`src/hw/rtl/smts_pkg.sv`:
```
// Shared types and codes for the sorted multi-timer service unit.
// Used by the front end, the command queue, the back end and the top level.
package smts_pkg;

    localparam int TIME_W      = 48;
    localparam int MaxResults  = 16;

    localparam logic [2:0] OP_CREATE = 3'd0;
    localparam logic [2:0] OP_START  = 3'd1;
    localparam logic [2:0] OP_STOP   = 3'd2;
    localparam logic [2:0] OP_DELETE = 3'd3;
    localparam logic [2:0] OP_TICK   = 3'd4;

    localparam logic [2:0] ST_OK           = 3'd0;
    localparam logic [2:0] ST_INVALID_ID   = 3'd1;
    localparam logic [2:0] ST_NO_FREE_ID   = 3'd2;
    localparam logic [2:0] ST_DELAY_SHORT  = 3'd3;
    localparam logic [2:0] ST_NOT_RUNNING  = 3'd4;
    localparam logic [2:0] ST_DELETED_RUN  = 3'd5;
    localparam logic [2:0] ST_EXPIRED      = 3'd6;

    typedef struct packed {
        logic [2:0]  op;
        logic [7:0]  index;
        logic        index_ok;
        logic [31:0] delay;
    } cmd_t;

endpackage

```
`src/hw/rtl/sorted_multi_timer_service_unit.sv`:
```
// Top level of the sorted multi-timer service unit.
// Depends on smts_pkg, smts_front, smts_queue and smts_back.
//
// A command transaction is taken when start is high and busy is low; a
// two-entry queue buffers commands, so busy rises only when both entries are
// held. Every result appears for exactly one cycle with done high and must be
// captured then. Create, stop, delete and unknown commands are popped from the
// queue into the back end's command register and executed in its EXEC state,
// which registers their result. A start searches the insertion point one
// deadline RAM read at a time, passing the queued timers whose deadlines are
// not later than its own. A tick gives one result for each expired timer,
// bounded by the deadline RAM read for each queue head, and the final result
// has last set.
module sorted_multi_timer_service_unit #(
    parameter int NUM_TIMERS = 16
) (
    input  logic        clk,
    input  logic        rst_n,
    input  logic        start,
    output logic        busy,
    input  logic [2:0]  cmd,
    input  logic [7:0]  timer_index,
    input  logic [31:0] delay_ms,
    input  logic        cfg_write,
    input  logic [1:0]  cfg_index,
    input  logic [15:0] cfg_data,
    output logic        done,
    output logic [2:0]  status,
    output logic [3:0]  result_timer,
    output logic        fired,
    output logic        last
);

    localparam logic [1:0] REG_TICK_LENGTH = 2'd0;
    localparam logic [1:0] REG_MIN_DELAY   = 2'd1;

    logic [15:0]    tick_length_reg, tick_length_next;
    logic [15:0]    min_delay_reg, min_delay_next;
    logic           q_full;
    logic           q_empty;
    logic           push;
    logic           pop;
    smts_pkg::cmd_t push_data;
    smts_pkg::cmd_t q_head;

    always_comb
    begin
        tick_length_next = tick_length_reg;
        min_delay_next   = min_delay_reg;
        if (cfg_write && (cfg_index == REG_TICK_LENGTH))
        begin
            tick_length_next = cfg_data;
        end
        if (cfg_write && (cfg_index == REG_MIN_DELAY))
        begin
            min_delay_next = cfg_data;
        end
    end

    always_ff @(posedge clk or negedge rst_n)
    begin
        if (!rst_n)
        begin
            tick_length_reg <= 16'd10;
            min_delay_reg   <= 16'd10;
        end
        else
        begin
            tick_length_reg <= tick_length_next;
            min_delay_reg   <= min_delay_next;
        end
    end

    smts_front #(
        .NUM_TIMERS (NUM_TIMERS)
    ) u_front (
        .start       (start),
        .cmd         (cmd),
        .timer_index (timer_index),
        .delay_ms    (delay_ms),
        .q_full      (q_full),
        .busy        (busy),
        .push        (push),
        .push_data   (push_data)
    );

    smts_queue u_queue (
        .clk       (clk),
        .rst_n     (rst_n),
        .push      (push),
        .push_data (push_data),
        .full      (q_full),
        .pop       (pop),
        .empty     (q_empty),
        .head      (q_head)
    );

    smts_back #(
        .NUM_TIMERS (NUM_TIMERS)
    ) u_back (
        .clk          (clk),
        .rst_n        (rst_n),
        .q_empty      (q_empty),
        .q_head       (q_head),
        .q_pop        (pop),
        .tick_length  (tick_length_reg),
        .min_delay    (min_delay_reg),
        .done         (done),
        .status       (status),
        .result_timer (result_timer),
        .fired        (fired),
        .last         (last)
    );

`ifndef SYNTHESIS
    assert property (@(posedge clk) disable iff (!rst_n)
        done && fired |-> status == smts_pkg::ST_EXPIRED)
        else $error("fired result without expired status");

    assert property (@(posedge clk) disable iff (!rst_n)
        done && !last |-> fired)
        else $error("non-final result that is not an expiry");
`endif

endmodule

```
`src/hw/rtl/smts_ram.sv`:
```
// Generic single-write, single-read RAM with a registered read port.
// Depends on nothing.
module smts_ram #(
    parameter int WIDTH = 48,
    parameter int DEPTH = 16
) (
    input  logic                                      clk,
    input  logic                                      we,
    input  logic [((DEPTH > 1) ? $clog2(DEPTH) : 1)-1:0] waddr,
    input  logic [WIDTH-1:0]                          wdata,
    input  logic [((DEPTH > 1) ? $clog2(DEPTH) : 1)-1:0] raddr,
    output logic [WIDTH-1:0]                          rdata
);

    logic [WIDTH-1:0] mem [DEPTH];
    logic [WIDTH-1:0] rdata_reg;

    always_ff @(posedge clk)
    begin
        if (we)
        begin
            mem[waddr] <= wdata;
        end
        rdata_reg <= mem[raddr];
    end

    assign rdata = rdata_reg;

endmodule

```
`src/hw/rtl/smts_front.sv`:
```
// Front end: accepts command transactions and classifies the timer index.
// Depends on smts_pkg.
module smts_front #(
    parameter int NUM_TIMERS = 16
) (
    input  logic                 start,
    input  logic [2:0]           cmd,
    input  logic [7:0]           timer_index,
    input  logic [31:0]          delay_ms,
    input  logic                 q_full,
    output logic                 busy,
    output logic                 push,
    output smts_pkg::cmd_t       push_data
);

    assign busy = q_full;
    assign push = start && !q_full;

    always_comb
    begin
        push_data.op       = cmd;
        push_data.index    = timer_index;
        push_data.index_ok = ({24'd0, timer_index} < 32'(NUM_TIMERS));
        push_data.delay    = delay_ms;
    end

endmodule

```
`src/hw/rtl/smts_queue.sv`:
```
// Two-entry command queue between the front end and the back end.
// Depends on smts_pkg.
module smts_queue (
    input  logic           clk,
    input  logic           rst_n,
    input  logic           push,
    input  smts_pkg::cmd_t push_data,
    output logic           full,
    input  logic           pop,
    output logic           empty,
    output smts_pkg::cmd_t head
);

    smts_pkg::cmd_t entry_reg [2];
    logic       wr_ptr_reg, wr_ptr_next;
    logic       rd_ptr_reg, rd_ptr_next;
    logic [1:0] count_reg, count_next;

    assign full  = (count_reg == 2'd2);
    assign empty = (count_reg == 2'd0);
    assign head  = entry_reg[rd_ptr_reg];

    always_comb
    begin
        wr_ptr_next = push ? !wr_ptr_reg : wr_ptr_reg;
        rd_ptr_next = pop ? !rd_ptr_reg : rd_ptr_reg;
        count_next  = count_reg + {1'b0, push} - {1'b0, pop};
    end

    always_ff @(posedge clk)
    begin
        if (push)
        begin
            entry_reg[wr_ptr_reg] <= push_data;
        end
    end

    always_ff @(posedge clk or negedge rst_n)
    begin
        if (!rst_n)
        begin
            wr_ptr_reg <= 1'b0;
            rd_ptr_reg <= 1'b0;
            count_reg  <= 2'd0;
        end
        else
        begin
            wr_ptr_reg <= wr_ptr_next;
            rd_ptr_reg <= rd_ptr_next;
            count_reg  <= count_next;
        end
    end

endmodule

```
`src/hw/rtl/smts_back.sv`:
```
// Back end: executes queued commands against the timer pool and sorted queue.
// Depends on smts_pkg and smts_ram.
module smts_back #(
    parameter int NUM_TIMERS = 16
) (
    input  logic           clk,
    input  logic           rst_n,
    input  logic           q_empty,
    input  smts_pkg::cmd_t q_head,
    output logic           q_pop,
    input  logic [15:0]    tick_length,
    input  logic [15:0]    min_delay,
    output logic           done,
    output logic [2:0]     status,
    output logic [3:0]     result_timer,
    output logic           fired,
    output logic           last
);

    localparam int IW = (NUM_TIMERS > 1) ? $clog2(NUM_TIMERS) : 1;
    localparam int CW = $clog2(NUM_TIMERS + 1);
    localparam int TW = smts_pkg::TIME_W;

    localparam logic [2:0] S_IDLE    = 3'd0;
    localparam logic [2:0] S_EXEC    = 3'd1;
    localparam logic [2:0] S_INS_RD  = 3'd2;
    localparam logic [2:0] S_INS_CMP = 3'd3;
    localparam logic [2:0] S_TK_RD   = 3'd4;
    localparam logic [2:0] S_TK_CMP  = 3'd5;

    logic [2:0]           state_reg, state_next;
    smts_pkg::cmd_t       cmd_reg, cmd_next;
    logic [TW-1:0]        now_reg, now_next;
    logic [NUM_TIMERS-1:0] alloc_reg, alloc_next;
    logic [NUM_TIMERS-1:0] armed_reg, armed_next;
    logic [IW-1:0]        order_reg [NUM_TIMERS];
    logic [IW-1:0]        order_next [NUM_TIMERS];
    logic [CW-1:0]        count_reg, count_next;
    logic [CW-1:0]        pos_reg, pos_next;
    logic [TW-1:0]        new_dl_reg, new_dl_next;
    logic [4:0]           nfire_reg, nfire_next;
    logic                 pend_reg, pend_next;
    logic [IW-1:0]        pend_id_reg, pend_id_next;
    logic                 done_reg, done_next;
    logic [2:0]           status_reg, status_next;
    logic [3:0]           timer_reg, timer_next;
    logic                 fired_reg, fired_next;
    logic                 last_reg, last_next;

    logic [IW-1:0] id;
    logic          id_valid;
    logic [IW-1:0] free_id;
    logic          free_any;
    logic [CW-1:0] hit_at;
    logic          do_rm;
    logic [CW-1:0] rm_at;
    logic          do_ins;
    logic [TW-1:0] start_dl;
    logic          ram_we;
    logic [IW-1:0] ram_raddr;
    logic [TW-1:0] ram_rdata;
    logic [IW-1:0] head_id;

    smts_ram #(
        .WIDTH (TW),
        .DEPTH (NUM_TIMERS)
    ) u_deadline_ram (
        .clk   (clk),
        .we    (ram_we),
        .waddr (id),
        .wdata (start_dl),
        .raddr (ram_raddr),
        .rdata (ram_rdata)
    );

    assign id       = cmd_reg.index[IW-1:0];
    assign id_valid = cmd_reg.index_ok && alloc_reg[id];
    assign start_dl = now_reg + {16'd0, cmd_reg.delay};
    assign head_id  = order_reg[0];

    always_comb
    begin
        free_id  = '0;
        free_any = 1'b0;
        for (int i = NUM_TIMERS - 1; i >= 0; i--)
        begin
            if (!alloc_reg[i])
            begin
                free_id  = IW'(i);
                free_any = 1'b1;
            end
        end
    end

    always_comb
    begin
        hit_at = '0;
        for (int i = 0; i < NUM_TIMERS; i++)
        begin
            if ((CW'(i) < count_reg) && (order_reg[i] == id))
            begin
                hit_at = CW'(i);
            end
        end
    end

    always_comb
    begin
        for (int j = 0; j < NUM_TIMERS; j++)
        begin
            order_next[j] = order_reg[j];
            if (do_rm && (CW'(j) >= rm_at))
            begin
                order_next[j] = order_reg[(j + 1 < NUM_TIMERS) ? j + 1 : j];
            end
            if (do_ins)
            begin
                if (CW'(j) > pos_reg)
                begin
                    order_next[j] = order_reg[(j > 0) ? j - 1 : j];
                end
                else if (CW'(j) == pos_reg)
                begin
                    order_next[j] = id;
                end
            end
        end
    end

    always_comb
    begin
        state_next   = state_reg;
        cmd_next     = cmd_reg;
        now_next     = now_reg;
        alloc_next   = alloc_reg;
        armed_next   = armed_reg;
        count_next   = count_reg;
        pos_next     = pos_reg;
        new_dl_next  = new_dl_reg;
        nfire_next   = nfire_reg;
        pend_next    = pend_reg;
        pend_id_next = pend_id_reg;
        done_next    = 1'b0;
        status_next  = smts_pkg::ST_OK;
        timer_next   = 4'd0;
        fired_next   = 1'b0;
        last_next    = 1'b1;
        q_pop        = 1'b0;
        do_rm        = 1'b0;
        rm_at        = hit_at;
        do_ins       = 1'b0;
        ram_we       = 1'b0;
        ram_raddr    = order_reg[pos_reg[IW-1:0]];

        unique case (state_reg)
            S_IDLE:
            begin
                if (!q_empty)
                begin
                    q_pop      = 1'b1;
                    cmd_next   = q_head;
                    state_next = S_EXEC;
                end
            end
            S_EXEC:
            begin
                state_next = S_IDLE;
                done_next  = 1'b1;
                unique case (cmd_reg.op)
                    smts_pkg::OP_CREATE:
                    begin
                        if (free_any)
                        begin
                            alloc_next[free_id] = 1'b1;
                            armed_next[free_id] = 1'b0;
                            timer_next          = 4'(free_id);
                        end
                        else
                        begin
                            status_next = smts_pkg::ST_NO_FREE_ID;
                        end
                    end
                    smts_pkg::OP_START:
                    begin
                        if (!id_valid)
                        begin
                            status_next = smts_pkg::ST_INVALID_ID;
                        end
                        else if (cmd_reg.delay < {16'd0, min_delay})
                        begin
                            status_next = smts_pkg::ST_DELAY_SHORT;
                        end
                        else
                        begin
                            done_next   = 1'b0;
                            ram_we      = 1'b1;
                            new_dl_next = start_dl;
                            pos_next    = '0;
                            state_next  = S_INS_RD;
                            if (armed_reg[id])
                            begin
                                do_rm      = 1'b1;
                                count_next = count_reg - CW'(1);
                            end
                        end
                    end
                    smts_pkg::OP_STOP:
                    begin
                        if (!id_valid)
                        begin
                            status_next = smts_pkg::ST_INVALID_ID;
                        end
                        else if (!armed_reg[id])
                        begin
                            status_next = smts_pkg::ST_NOT_RUNNING;
                        end
                        else
                        begin
                            do_rm          = 1'b1;
                            count_next     = count_reg - CW'(1);
                            armed_next[id] = 1'b0;
                        end
                    end
                    smts_pkg::OP_DELETE:
                    begin
                        if (!id_valid)
                        begin
                            status_next = smts_pkg::ST_INVALID_ID;
                        end
                        else
                        begin
                            alloc_next[id] = 1'b0;
                            if (armed_reg[id])
                            begin
                                do_rm          = 1'b1;
                                count_next     = count_reg - CW'(1);
                                armed_next[id] = 1'b0;
                                status_next    = smts_pkg::ST_DELETED_RUN;
                            end
                        end
                    end
                    smts_pkg::OP_TICK:
                    begin
                        done_next  = 1'b0;
                        now_next   = now_reg + {32'd0, tick_length};
                        nfire_next = 5'd0;
                        pend_next  = 1'b0;
                        state_next = S_TK_RD;
                    end
                    default:
                    begin
                        status_next = smts_pkg::ST_INVALID_ID;
                    end
                endcase
            end
            S_INS_RD:
            begin
                if (pos_reg == count_reg)
                begin
                    do_ins         = 1'b1;
                    count_next     = count_reg + CW'(1);
                    armed_next[id] = 1'b1;
                    done_next      = 1'b1;
                    state_next     = S_IDLE;
                end
                else
                begin
                    state_next = S_INS_CMP;
                end
            end
            S_INS_CMP:
            begin
                if (new_dl_reg < ram_rdata)
                begin
                    do_ins         = 1'b1;
                    count_next     = count_reg + CW'(1);
                    armed_next[id] = 1'b1;
                    done_next      = 1'b1;
                    state_next     = S_IDLE;
                end
                else
                begin
                    pos_next   = pos_reg + CW'(1);
                    state_next = S_INS_RD;
                end
            end
            S_TK_RD:
            begin
                ram_raddr = head_id;
                if ((nfire_reg == 5'(smts_pkg::MaxResults)) || (count_reg == '0))
                begin
                    done_next  = 1'b1;
                    state_next = S_IDLE;
                    if (pend_reg)
                    begin
                        status_next = smts_pkg::ST_EXPIRED;
                        timer_next  = 4'(pend_id_reg);
                        fired_next  = 1'b1;
                    end
                end
                else
                begin
                    state_next = S_TK_CMP;
                end
            end
            S_TK_CMP:
            begin
                if (ram_rdata < now_reg)
                begin
                    do_rm               = 1'b1;
                    rm_at               = '0;
                    count_next          = count_reg - CW'(1);
                    armed_next[head_id] = 1'b0;
                    nfire_next          = nfire_reg + 5'd1;
                    pend_next           = 1'b1;
                    pend_id_next        = head_id;
                    state_next          = S_TK_RD;
                    if (pend_reg)
                    begin
                        done_next   = 1'b1;
                        status_next = smts_pkg::ST_EXPIRED;
                        timer_next  = 4'(pend_id_reg);
                        fired_next  = 1'b1;
                        last_next   = 1'b0;
                    end
                end
                else
                begin
                    done_next  = 1'b1;
                    state_next = S_IDLE;
                    if (pend_reg)
                    begin
                        status_next = smts_pkg::ST_EXPIRED;
                        timer_next  = 4'(pend_id_reg);
                        fired_next  = 1'b1;
                    end
                end
            end
            default:
            begin
                state_next = S_IDLE;
            end
        endcase
    end

    always_ff @(posedge clk)
    begin
        cmd_reg     <= cmd_next;
        new_dl_reg  <= new_dl_next;
        pend_id_reg <= pend_id_next;
        status_reg  <= status_next;
        timer_reg   <= timer_next;
        fired_reg   <= fired_next;
        last_reg    <= last_next;
        for (int j = 0; j < NUM_TIMERS; j++)
        begin
            order_reg[j] <= order_next[j];
        end
    end

    always_ff @(posedge clk or negedge rst_n)
    begin
        if (!rst_n)
        begin
            state_reg <= S_IDLE;
            now_reg   <= '0;
            alloc_reg <= '0;
            armed_reg <= '0;
            count_reg <= '0;
            pos_reg   <= '0;
            nfire_reg <= '0;
            pend_reg  <= 1'b0;
            done_reg  <= 1'b0;
        end
        else
        begin
            state_reg <= state_next;
            now_reg   <= now_next;
            alloc_reg <= alloc_next;
            armed_reg <= armed_next;
            count_reg <= count_next;
            pos_reg   <= pos_next;
            nfire_reg <= nfire_next;
            pend_reg  <= pend_next;
            done_reg  <= done_next;
        end
    end

    assign done         = done_reg;
    assign status       = status_reg;
    assign result_timer = timer_reg;
    assign fired        = fired_reg;
    assign last         = last_reg;

endmodule
```
`config.mk`:
```
export PLATFORM = sky130hd
export DESIGN_NAME = sorted_multi_timer_service_unit
export DESIGN_NICKNAME = d
export VERILOG_FILES = /design/src/hw/rtl/smts_pkg.sv /design/src/hw/rtl/sorted_multi_timer_service_unit.sv /design/src/hw/rtl/smts_ram.sv /design/src/hw/rtl/smts_front.sv /design/src/hw/rtl/smts_queue.sv /design/src/hw/rtl/smts_back.sv
export SDC_FILE = /design/constraint.sdc
export NUM_CORES = 2
export LEC_CHECK = 0
export ABC_AREA = 1
export BUFFER_PORTS_ARGS = -buffer_cell sky130_fd_sc_hd__buf_4
export CORE_MARGIN = 3
export CORE_UTILIZATION = 45
export DETAILED_ROUTE_END_ITERATION = 8
export SYNTH_ARGS = -nofsm -noshare
export SYNTH_HDL_FRONTEND = slang
export SYNTH_SLANG_ARGS = --single-unit
```
`constraint.sdc`:
```
create_clock -name clk -period 13.8 [get_ports clk]
set_input_delay 1.38 -clock clk [delete_from_list [all_inputs] [get_ports clk]]
set_output_delay 1.38 -clock clk [all_outputs]
set_load 0.005 [all_outputs]
```
# Word-level counts from Yosys, hierarchy flattened
# Memories as Yosys holds them, arrays and structs flattened. A register that Yosys moved wholly into a read port is not among the register bits.
# Index checks and enable logic that the tools add are counted.
# classes
n_div	0
add_sub_neg	8
reduce_logical	61
order_cmp	56
n_shift	0
eq_ne	61
bitwise	11
mul	0
mux	209
# ops
op	n
$mux 4	93
$mux 16	8
$lt 48x48->1	2
$mux 5	14
$and 16x16->16	4
$pmux 16 s2	2
$pmux 16 s4	1
$eq 4x4->1	15
$add 48x16->48	1
$add 48x32->48	1
$mux 1	48
$not 16->16	3
$mux 3	15
$eq 4x5->1 const A	8
$gt 4x5->1 const A	8
$lt 4x5->1 const A	8
$logic_and 1x1->1	37
$ge 4x5->1 const A	7
$lt 32x16->1	1
$or 16x16->16	2
$pmux 5 s2	3
$eq 3x5->1 const A	4
$ge 3x5->1 const A	4
$gt 3x5->1 const A	4
52 further kinds	113
# word_totals
ramBits	920
elab_cells	429
rom_bits	0
latch_bits	0
output_inout_bits	11
register_bits	197
memories	3
inputBits	65
# memory_table
memory	words	word_bits	rd	rd_ports_with_merged_regs	write_ports	line_no	source
u_back.u_deadline_ram.mem	16	48	1	1	1	smts_ram.sv:15	logic [WIDTH-1:0] mem [DEPTH];
u_queue.entry_reg	2	44	1	1	1	smts_queue.sv:14	smts_pkg::cmd_t entry_reg [2];
u_back.order_reg	16	4	17	0	16	smts_back.sv:36	logic [IW-1:0] order_reg [NUM_TIMERS];

# Longest topological paths before layout
# An unclocked memory read counts as a cell.
# depth
depth_word	26
mapped_depth	27
mapped_depth_nobuf	26

# Modules after synthesis
# Synthesis repeated with hierarchy kept, for this count alone.
# hier_totals
cells_unflattened	6291
area_unflattened_um2	58767.6
# modules_own_cells
module	instances	cells_each	area_each_um2	seq_area_each_um2
smts_ram	1	3166	33803.7	24023.0
smts_back	1	2675	19751.4	6806.5
smts_queue	1	255	3494.6	2742.6
sorted_multi_timer_service_unit	1	142	1353.8	805.8
smts_front	1	53	364.1	0.0

# Least setup slack after synthesis
# No wires, ideal clock.
# synth_timing
path_kind	reg-to-reg
from	register u_back.cmd_reg[33] (netlist name)
to	memory u_back.u_deadline_ram.mem[10][0], enable pin
setup_slack_ps	9323
required_ps	13346
path_stages_with_launch	15
synth_period_minus_slack_ps	4477
path_buffers	3
arrival_time_ps	4023
setup_time_ps	454
cell_sequence	edfxtp_1 nor2_1 buf_2 a22oi_1 nand2_1 nand2_1 nand2_1 nor2_1 nor2_4 nand2_1 nor2_1 nand2_1 clkbuf_1 clkbuf_1 nor2_1
# synth_via
elab_chain_len	8
# synth_lines
element	line_no	source
from (decl)	smts_back.sv:32	smts_pkg::cmd_t cmd_reg, cmd_next;
from (signal assigned)	smts_back.sv:348	cmd_reg <= cmd_next;
$bmux 1 s4	smts_back.sv:77	assign id_valid = cmd_reg.index_ok && alloc_reg[id];
$mux 1 (implied by the code)	smts_back.sv:77	
$logic_and 1x1->1	smts_back.sv:77	
$mux 1	smts_back.sv:185	if (!id_valid)
$mux 1	smts_back.sv:169	unique case (cmd_reg.op)
$mux 1	smts_back.sv:155	unique case (state_reg)
$mux 1	smts_ram.sv:20	if (we)
$mux 1 (implied by the code)	smts_ram.sv:22	mem[waddr] <= wdata;
to (decl)	smts_ram.sv:15	
# Several ways; a longest one is shown, not always the timed one. The select of a mux whose other input is x is not followed.

# Worst setup path in the final report
# layout_timing
from	register u_back.pos_reg[1]
to	register u_back.u_deadline_ram.rdata_reg[8], in the netlist u_back.u_deadline_ram.rdata[8], read port of u_back.u_deadline_ram.mem
# layout_via
elab_chain_len	2
# layout_lines
element	line_no	source
from (decl)	smts_back.sv:39	logic [CW-1:0] pos_reg, pos_next;
from (signal assigned)	smts_back.sv:382	pos_reg <= pos_next;
$mem_v2 16x4	-	
$mux 4	smts_back.sv:155	
to (decl)	smts_ram.sv:16	logic [WIDTH-1:0] rdata_reg;
# Every way passes these cells.
# A chain may end at the register's enable or synchronous reset.

==> summary.txt <==
Status
  – Status: completed

Synth
  – Synth Instances: 5,103
  – Synth area leader: edfxtp_1
  – YS warnings: 0
  – Synth Area per Inst: 10.82 um2
  – Leading register cell type out of synthesis: edfxtp_1
  – Register area share after synthesis: 61.86%
  – Syn nets: 5,338
  – Asr flop ratio synth: 11.36%
  – Share of the synthesized area in the top cell type: 51.58%
  – Count of cell types in the netlist: 63
  – Post-synth EDFFs: 948
  – Synthesized flop and latch total: 1,197
  – Area contributors post-synth: edfxtp_1 52%, dfrtp_1 6.0%, nand2_1 5.0%
  – Mapped Area: 55,190 um2

Routing
  – Antenna-violating nets left: 0
  – Top layer in use: met4
  – Met1 Wirelength: 64.07 mm
  – Routed WL: 151.0 mm
  – WL met2: 72.36 mm
  – Initial drt markers: 4,272
  – # DRC: 0
  – Via Count: 38,960
  – WL per Instance: 22.03 um
  – Met3 WL post-DR: 9.184 mm
  – Vias per inst: 5.685
  – Detailed Routing Iterations Pass 1: 6

Floorplanning
  – Initial cell density of the core: 45.70%
  – Std-Cell Core Area: 120,800 um2
  – Die X: 356.2 um
  – IO Pins: 76
  – Area of the die: 126,900 um2
  – Die Ht: 356.2 um
  – Row count: 127

Clock network
  – Root buf cell: clkbuf_16
  – CTS tree: built
  – Clk_lat worst skew: 0.76 ns
  – Clock tree sinks: 1,197
  – CTS H-tree depth: 3
  – Reg clk slew, reported paths: 0.06 ns
  – Clk buf depth: 3
  – Hold-fix buffers, CTS: 0
  – TritonCTS Buffers: 118
  – Resized Gates After CTS: 0
  – # Post-CTS Setup Buffers: 0

Pwr
  – Leakage: 22.09 nW
  – Reg power frac: 38.4%
  – P_int: 8.421 mW
  – P per Cell Area: 226.0 nW/um2
  – Clk network pwr share: 23.8%
  – Worst vdd ir: 171.4 uV
  – Switch share: 39.54%
  – Comb power frac: 37.8%
  – Sw power: 5.507 mW

Layout
  – Area growth syn-to-layout: 11.70%
  – Fraction of layout cells with a size suffix above 1: 12.17%
  – Post-layout util: 51.05%
  – Most common cell after layout, fill and taps aside: edfxtp_1
  – Fillers: 10,750
  – N_diodes: 0
  – Nets: 5,371
  – Largest register FFs: 768
  – Post-Layout Cell Count: 6,853
  – Most frequent cells in the layout: 948 x edfxtp_1, 731 x nand2_1, 486 x o21ai_0

Timing
  – Final setup fails: 0
  – PnR worst setup slack: 8.846 ns
  – Slew margin rel.: 12.34%
  – FMAX: 0.2019 GHz
  – Final Hold Viols: 0
  – Unrepaired setup endpoints after global routing: no
  – Final worst-path cycle share: 35.90%
  – Final setup TNS: 0 ns
  – Min Tclk post-route: 4.954 ns
  – Final hold slack: 0.4461 ns
  – Post-Route Skew: 0.06315 ns
  – Count of pins over their slew limit: 0
  – Worst-Margin Slew: 1.310 ns

Worst setup path
  – Crit Path Max Fanout: 177
  – Worst Path Required: 14.48 ns
  – Crit. End Element: flip-flop
  – Startpoint type of the worst setup path: flip-flop
  – WS Path Type: flip-flop to flip-flop
  – R2R depth: 17
  – Critical Path AT: 5.64 ns

Global routing
  – Antenna violations before repair: 0
  – Vias in the first global route: 37,010
  – GR Overflow Total: 0
  – Global-route usage over all layers: 23.44%
  – Largest net degree at the start of global routing: 223
  – First-pass GRT wire length: 227.4 mm

Min path
  – Worst Hold Class: flip-flop to flip-flop
  – Hold path depth: 1

Placement
  – Post-DP HPWL: 88.67 mm
  – DP Cell Count: 6,628
  – Worst slack at placement: 8.917 ns
  – Final GP Congestion: 0.9507
  – Number of port buffers: 75

Job
  – Max_cap viols: 0
-- synthesized netlist by cell type (40+ instances only) --
master      n
a21oi_1   223
clkbuf_1  186
dfrtp_1   132
dfxtp_1   113
edfxtp_1  948
ha_1      168
inv_1     416
mux2_2     40
nand2_1   733
nand3_1   144
nor2_1    399
nor3_1     48
o211ai_1  316
o21ai_0   487
o22ai_1   152
or2_2     196
xor2_1     96
-- metal layers --
| layer | vias up | track usage (%) |
|---|---|---|
| met3 | 317 | 3.640 |
| met1 | 18980 | 31.55 |
| met2 | 1307 | 38.82 |
| li1 | 18350 | - |
| met4 | 0 | 8.070 |
| met5 | - | 0 |
-- cell type report --
| cell class | count | area [um2] | share of cell area [%] |
|---|---|---|---|
| tap | 1612 | 2017 | 3.272 |
| multi-input combinational | 3235 | 18660 | 30.27 |
| clock inverter | 79 | 867.1 | 1.407 |
| inverter | 437 | 1668 | 2.706 |
| timing repair buffer | 147 | 1145 | 1.857 |
| clock buffer | 146 | 3151 | 5.111 |
| sequential | 1197 | 34140 | 55.38 |
-- logic make-up (layout without fill, tap and decap cells) --
kind of cell,after synthesis,count (layout),share of synthesized area (%)
AO/OA/AOI/OAI,1314,1314,14.29
XOR/XNOR,122,122,1.936
adder cells (fa/ha/maj),170,170,3.881
buffers and inverters,671,809,4.709
flip-flops,1197,1197,61.86
multiplexers,40,40,0.8162
AND/OR/NAND/NOR,1589,1589,12.51
-- critical path, stage by stage, from the launching register on --
cell and delay, ns:
dfrtp_1 0.56, inv_1 0.17, nor2_2 0.31, inv_1 0.20, o22ai_1 0.16, a21oi_1 0.06
o211ai_1 0.10, nand3_1 0.11, nand2_1 0.08, nand2_1 0.12, nand2_8 0.42, buf_4 0.88
buf_12 0.42, or2_2 0.24, o21ai_0 0.09, o22ai_1 0.17, o211ai_1 0.12, nand2_1 0.12
-- worst paths after layout --
kind | startpoint | endpoint | slack (ns)
max | u_back.pos_reg[1]$_DFFE_PN0P_ | u_back.u_deadline_ram.rdata[8]$_DFF_P_ | 8.85
min | u_back.pend_reg$_DFFE_PN0P_ | u_back.last$_SDFF_PN1_ | 0.45
max reg2reg | u_back.pos_reg[1]$_DFFE_PN0P_ | u_back.u_deadline_ram.rdata[8]$_DFF_P_ | 8.85
min reg2reg | u_back.pend_reg$_DFFE_PN0P_ | u_back.last$_SDFF_PN1_ | 0.45
max in group asynchronous | rst_n | u_queue.rd_ptr_reg$_DFFE_PN0P_ | 11.60
min in group asynchronous | rst_n | u_back.nfire_reg[2]$_DFFE_PN0P_ | 0.66
-- through the flow --
stage | area, um2 | power (mW)
final | 61650 | 13.93
after global routing | 61650 | 14.76
after CTS | 61650 | 14.00
after detailed placement | 57630 | 10.66
after global placement | 57630 | 10.59
after floorplan | 55190 | 8.821
-- power by group through the flow --
stage	Combinational, mW	Clock, mW	Sequential (mW)
after floorplan	3.61	0	5.21
after global placement	5.17	0	5.42
after detailed placement	5.24	0	5.42
after CTS	5.27	3.38	5.35
after global routing	5.86	3.52	5.38
final	5.27	3.32	5.34
Note: power is estimated with default switching activity, not from simulation.
